`config.mk`:
```
export PLATFORM = sky130hd
export DESIGN_NAME = chlp_ctrl
export DESIGN_NICKNAME = d
export VERILOG_FILES = /design/src/hw/rtl/chlp_pkg.sv /design/src/hw/rtl/chlp_ctrl.sv
export VERILOG_INCLUDE_DIRS = /design/src /design/src/hw/rtl
export SDC_FILE = /design/constraint.sdc
export NUM_CORES = 1
export LEC_CHECK = 0
export BUFFER_PORTS_ARGS = -buffer_cell sky130_fd_sc_hd__buf_2
export CAP_MARGIN = 40
export CORE_AREA = 2 2 39 41
export DETAILED_ROUTE_END_ITERATION = 6
export DIE_AREA = 0 0 41 43
export REMOVE_ABC_BUFFERS = 1
export SLEW_MARGIN = 20
export SYNTH_ARGS = -nofsm -noshare
export SYNTH_HDL_FRONTEND = slang
export SYNTH_SLANG_ARGS = --single-unit
```
`constraint.sdc`:
```
create_clock -name clk -period 3.1 [get_ports clk]
set_clock_uncertainty 0.2 [all_clocks]
set_input_delay 0.155 -clock clk [delete_from_list [all_inputs] [get_ports clk]]
set_output_delay 0.155 -clock clk [all_outputs]
set_load 0.02 [all_outputs]
```
`src/hw/rtl/code_hash_linear_probe_table_macros.svh`:
```
// Assertion macros shared by the code hash table modules
`ifndef CODE_HASH_LINEAR_PROBE_TABLE_MACROS_SVH
`define CODE_HASH_LINEAR_PROBE_TABLE_MACROS_SVH

// Same-cycle implication, sampled on clk, off during reset
`define CHLP_ASSERT_NOW(label, ante, cons) \
	label: assert property (@(posedge clk) disable iff (!arst_n) (ante) |-> (cons)) \
		else $error("code hash table check failed");

// Next-cycle implication, sampled on clk, off during reset
`define CHLP_ASSERT_NEXT(label, ante, cons) \
	label: assert property (@(posedge clk) disable iff (!arst_n) (ante) |=> (cons)) \
		else $error("code hash table check failed");

`endif

```
`src/hw/rtl/chlp_pkg.sv`:
```
// Types and constants of the code hash table
package chlp_pkg;

	// Opcodes
	localparam logic OPC_INSERT = 1'b0;
	localparam logic OPC_SEARCH = 1'b1;

	// Key arithmetic: signed key, magnitude reduced by reciprocal multiply in three steps
	localparam int KEY_W     = 24;
	localparam int MOD_BITS  = KEY_W - 1;
	localparam int MOD_STEPS = 3;
	localparam int BCNT_W    = $clog2(MOD_STEPS);
	localparam logic signed [KEY_W-1:0] ALPHA1 = 24'sd26;
	localparam logic signed [KEY_W-1:0] ALPHA2 = 24'sd676;
	localparam logic signed [KEY_W-1:0] ALPHA3 = 24'sd17576;

	// Result status codes
	typedef enum logic [1:0] {
		ST_OK        = 2'd0,
		ST_NOT_FOUND = 2'd1,
		ST_FULL      = 2'd2,
		ST_BAD       = 2'd3
	} status_t;

	// One table slot as kept in memory
	typedef struct packed {
		logic        valid;
		logic [31:0] code;
		logic [15:0] offset;
	} entry_t;

	// Controller states
	typedef enum logic [2:0] {
		S_CLEAR,
		S_IDLE,
		S_KEY,
		S_MOD,
		S_RD,
		S_CHK,
		S_DONE
	} state_t;

	// Controller to datapath
	typedef struct packed {
		logic    load_in;
		logic    load_key;
		logic    mod_step;
		logic    probe_start;
		logic    probe_next;
		logic    write_ins;
		logic    clr_write;
		logic    set_res;
		status_t res_status;
		logic    out_load;
	} cmd_t;

	// Datapath to controller
	typedef struct packed {
		logic key_neg;
		logic mod_last;
		logic is_insert;
		logic slot_empty;
		logic slot_match;
		logic probe_last;
		logic clr_last;
	} stat_t;

endpackage

```
`src/hw/rtl/chlp_ctrl.sv`:
```
// Controller state machine of the code hash table
`include "code_hash_linear_probe_table_macros.svh"

module chlp_ctrl import chlp_pkg::*; (
	input  logic  clk,
	input  logic  arst_n,
	input  logic  in_valid,
	output logic  in_ready,
	output logic  out_valid,
	input  logic  out_ready,
	input  stat_t stat,
	output cmd_t  cmd
);

	state_t state_q, state_d;
	logic   out_valid_q;

	// State register and output word flag
	always_ff @(posedge clk or negedge arst_n) begin
		if (!arst_n) begin
			state_q     <= S_CLEAR;
			out_valid_q <= 1'b0;
		end else begin
			state_q <= state_d;
			if (cmd.out_load) begin
				out_valid_q <= 1'b1;
			end else if (out_ready) begin
				out_valid_q <= 1'b0;
			end
		end
	end

	// Next state and commands
	always_comb begin
		state_d  = state_q;
		cmd      = '0;
		in_ready = 1'b0;
		case (state_q)
			S_CLEAR: begin
				cmd.clr_write = 1'b1;
				if (stat.clr_last) begin
					state_d = S_IDLE;
				end
			end
			S_IDLE: begin
				in_ready = 1'b1;
				if (in_valid) begin
					cmd.load_in = 1'b1;
					state_d     = S_KEY;
				end
			end
			S_KEY: begin
				cmd.load_key = 1'b1;
				state_d      = S_MOD;
			end
			S_MOD: begin
				if (stat.key_neg) begin
					cmd.set_res    = 1'b1;
					cmd.res_status = ST_BAD;
					state_d        = S_DONE;
				end else begin
					cmd.mod_step = 1'b1;
					if (stat.mod_last) begin
						state_d = S_RD;
					end
				end
			end
			S_RD: begin
				cmd.probe_start = 1'b1;
				state_d         = S_CHK;
			end
			S_CHK: begin
				if (stat.is_insert) begin
					if (stat.slot_empty) begin
						cmd.write_ins  = 1'b1;
						cmd.set_res    = 1'b1;
						cmd.res_status = ST_OK;
						state_d        = S_DONE;
					end else if (stat.probe_last) begin
						cmd.set_res    = 1'b1;
						cmd.res_status = ST_FULL;
						state_d        = S_DONE;
					end else begin
						cmd.probe_next = 1'b1;
					end
				end else begin
					if (stat.slot_empty || (!stat.slot_match && stat.probe_last)) begin
						cmd.set_res    = 1'b1;
						cmd.res_status = ST_NOT_FOUND;
						state_d        = S_DONE;
					end else if (stat.slot_match) begin
						cmd.set_res    = 1'b1;
						cmd.res_status = ST_OK;
						state_d        = S_DONE;
					end else begin
						cmd.probe_next = 1'b1;
					end
				end
			end
			S_DONE: begin
				if (!out_valid_q || out_ready) begin
					cmd.out_load = 1'b1;
					state_d      = S_IDLE;
				end
			end
			default: begin
				state_d = S_IDLE;
			end
		endcase
	end

	assign out_valid = out_valid_q;

	// Never overwrite a result word that is still waiting
	`CHLP_ASSERT_NOW(a_out_load_free, cmd.out_load, !out_valid_q || out_ready)
	// A new result word only follows the done state
	`CHLP_ASSERT_NOW(a_out_from_done, $rose(out_valid_q), $past(state_q == S_DONE))

endmodule

```
# Word level (Yosys, flattened, before mapping)
# Index checks and enable logic that the tools add are counted.
# word_totals
reg_bits	4
in_bits	11
output_inout_bits	13
wordCells	60
# op_classes
eq_ne	12
mux	38
reduce_logical	8
# op_table
cell	count
3-bit 2-to-1 mux	16
3-bit one-hot mux with 7 select lines	1
1-bit 2-to-1 mux	19
3-bit == test (second input constant)	3
4-bit != test (second input constant)	2
3-bit by 2-bit == test with 1-bit output (second input constant)	2
2-bit != test (second input constant)	3
3-bit one-hot mux with 2 select lines	1
6-bit AND reduction	1
3-bit by 1-bit == test with 1-bit output (second input constant)	1
3-bit logical NOT	1
3-bit != test (second input constant)	1
1-bit logical NOT	2
1-bit logical OR	2
2-bit 2-to-1 mux	1
2-bit nonzero test	1
1-bit logical AND	1

# Logic depth before layout (Yosys ltp)
# depth
word_depth	6
depth_mapped	4
depth_no_buf	3

# Worst setup path before layout
# OpenSTA, ideal clock, no wires.
# synth_path
kind	flip-flop to output port
start	register state_q[1]
end	output port cmd[2] (netlist bit)
arrival_ns	1.098
t_required_ns	2.745
setup_slack_ns	1.647
stages_incl_launch_ff	4
path_buffers	0
path_cell_list	dfrtp_1 and2b_4 nand4b_1 a21boi_1
# synth_rtl
item	line_no	text
from (decl)	chlp_ctrl.sv:15	state_t state_q, state_d;
from (signal assigned)	chlp_ctrl.sv:24	state_q <= state_d;
to (decl)	chlp_ctrl.sv:12	output cmd_t cmd

==> metrics <==
Buffers on Ports 23; Die H 43 um; Worst Hold Depth 3; final hold vios 0; clock-pin slew on the worst setup and hold paths 0.04 ns; YS warnings 0; Clock Sink Count 4; Peak VDD IR 0.000282 V; largest area contributor in the netlist dfrtp_1; required time of the critical path 2.74 ns; post-synthesis instance area 434 sq um; CTS tree yes; router iterations before antenna repair 4; fin crit period 1.82 ns; All-Layer GR Usage 12.0%; gpl congestion 0.700; Synth Register Bits 4; Syn-to-layout area delta 34.0%; core region area 1380 sq um; Die W 41 um; RSZ-0062 raised after global routing no; Routed Wire Length 1000 um; nets 87; Setup crit start kind register; CP max stage cell dfrtp_1; sequential area share after synthesis 23.1%; Clock Latency Late Sink 0.23 ns; P_leak 0.000304 uW; initial antenna violation count 0; fraction of layout instances using a drive strength above 1 44.6%; routed vias/inst 5.10; Synth Instances 50; vias in the first global route 385; Initial Util 31.4%; Clock Tree Buf Depth 2; Routed WL per cell 11.1 um; die area 1760 sq um; Post-CTS Setup Inserts 0; synth top area cells dfrtp_1 23%, nor2b_1 5.8%, a21boi_1 5.2%; length in cells of the worst reg-to-reg path 3; post-synthesis average cell area 8.68 sq um; final-report setup violation count 0; first-pass GRT wire length 1480 um; Worst Setup End Kind output pin; Max Fclk 549 MHz; Final HPWL DP 783 um; Crit Path Category register to output pin; CTS H-tree lvls 1; Power Density 931 nW/um^2; Tightest Pin Transition 0.567 ns; TNS Setup 0 ns; largest net degree at the start of global routing 22; antenna-violating nets left 0; root buf cell clkbuf_4; status finished clean; clock buffer count from CTS 3; Pins Over Slew Limit 0; synth unique cells 29; Remaining Overflow, GRT 0; WP data arrival 1.47 ns; dpl ws 1.53 ns; Rel. slew slack 62.2%; worst-path maximum fanout 12; Synth Flop Type dfrtp_1; DR vias 459; fin crit share 58.8%; Worst Hold Class primary input to register; Initial DRC Count 2; Critical Path Max Stage Delay 0.49 ns; slack of the critical path 1.28 ns; ANT cells 0; area fraction of the dominant cell type after synthesis 23.1%; max cap viols 0; site row count 14; Cell Chain, Critical Path and2b_4 -> o211ai_1 -> a21boi_1 -> buf_2; commonest cells in the netlist 4 x dfrtp_1, 4 x nor2_1, 4 x nor2b_1, 4 x nor3_1, 3 x a21boi_1; post-route DRC violation count 0; Post-synth EDFFs 0; asr flop ratio synth 100%; # IOs 24; Resized Gates After CTS 0
[kinds of logic after synthesis]
family | after synthesis | synth area share, %
and+or+nand+nor | 25 | 37.2
AOI/OAI and AO/OA | 15 | 31.1
buffers and inverters | 5 | 6.34
DFF | 4 | 23.1
muxes | 1 | 2.31
[state kept, by name, indices dropped and copies added, names as in the netlist]
register   flops
out_valid      1
state_q        3
[layout by cell type (no fill, tap or decap), types with 2 or more instances in the layout]
cell type / synthesis / final
buf_2: 1 / 23
nor2_1: 4 / 4
nand2_1: 2 / 2
inv_1: 2 / 2
o21bai_1: 2 / 2
clkbuf_4: 0 / 3
o211ai_1: 2 / 2
and4b_1: 2 / 2
nor3_1: 4 / 4
a21oi_1: 2 / 2
dfrtp_1: 4 / 4
nor2b_1: 4 / 4
and2b_2: 2 / 2
a21boi_1: 3 / 3
[area by class of cell]
| class | instances | area, sq um |
|---|---|---|
| fill | 146 | 802 |
| multi-input combinational | 41 | 307 |
| timing repair buffer | 24 | 125 |
| sequential | 4 | 100 |
| clock buffer | 3 | 22.5 |
| tap | 16 | 20.0 |
| inverter | 2 | 7.51 |
[final timing paths]
check | start | endpoint | slack (ns)
min | out_ready | out_valid | 0.05
min in group asynchronous | arst_n | state_q[1] | 0.06
max reg2reg | state_q[1] | state_q[0] | 1.62
max | state_q[1] | cmd[1] | 1.28
max in group asynchronous | arst_n | state_q[2] | 2.53
min reg2reg | out_valid | out_valid | 0.48
[report_power, final]
part           switching [uW]  internal, uW  leakage (uW)
registers                69.8          78.7     0.0000482
clock network            19.8          43.2     0.0000138
logic                     173           157      0.000242
total                     263           279      0.000304
[what timing repair did]
item                                    CTS  global route
hold buffers                              1             0
endpoints found under the setup margin    0             0
hold endpoints to repair                  4             0
[per-layer routing]
| metal | up-vias | GRT usage [%] | wire [um] | part of all wire (%) |
|---|---|---|---|---|
| li1 | 238 | - | - | - |
| met1 | 209 | 15.1 | 468 | 47 |
| met2 | 12 | 18.1 | 485 | 48 |
| met3 | 0 | 3.14 | 47 | 4.7 |
| met4 | 0 | 6.00 | 0 | 0 |
| met5 | - | 0 | 0 | 0 |
[metrics by stage]
stage                     cells  total power [uW]  hold WS, ns  utilization, %  instance area, sq um
after floorplan              47               381       -0.341               -                   414
after global placement       86               478       -0.238            39.7                   549
after detailed placement     86               480       -0.234            39.7                   549
after CTS                    90               546       0.0446            42.0                   582
after global routing         90               583       0.0550            42.0                   582
final                        90               542       0.0471            42.0                   582
[critical path, delay by kind of cell (launching register included)]
kind,cells,cell delay (ns)
AOI/OAI and AO/OA,2,0.24
DFF,1,0.49
and+or+nand+nor,1,0.33
buffers and inverters,1,0.17
No activity file was read; power rests on OpenSTA's default activity.
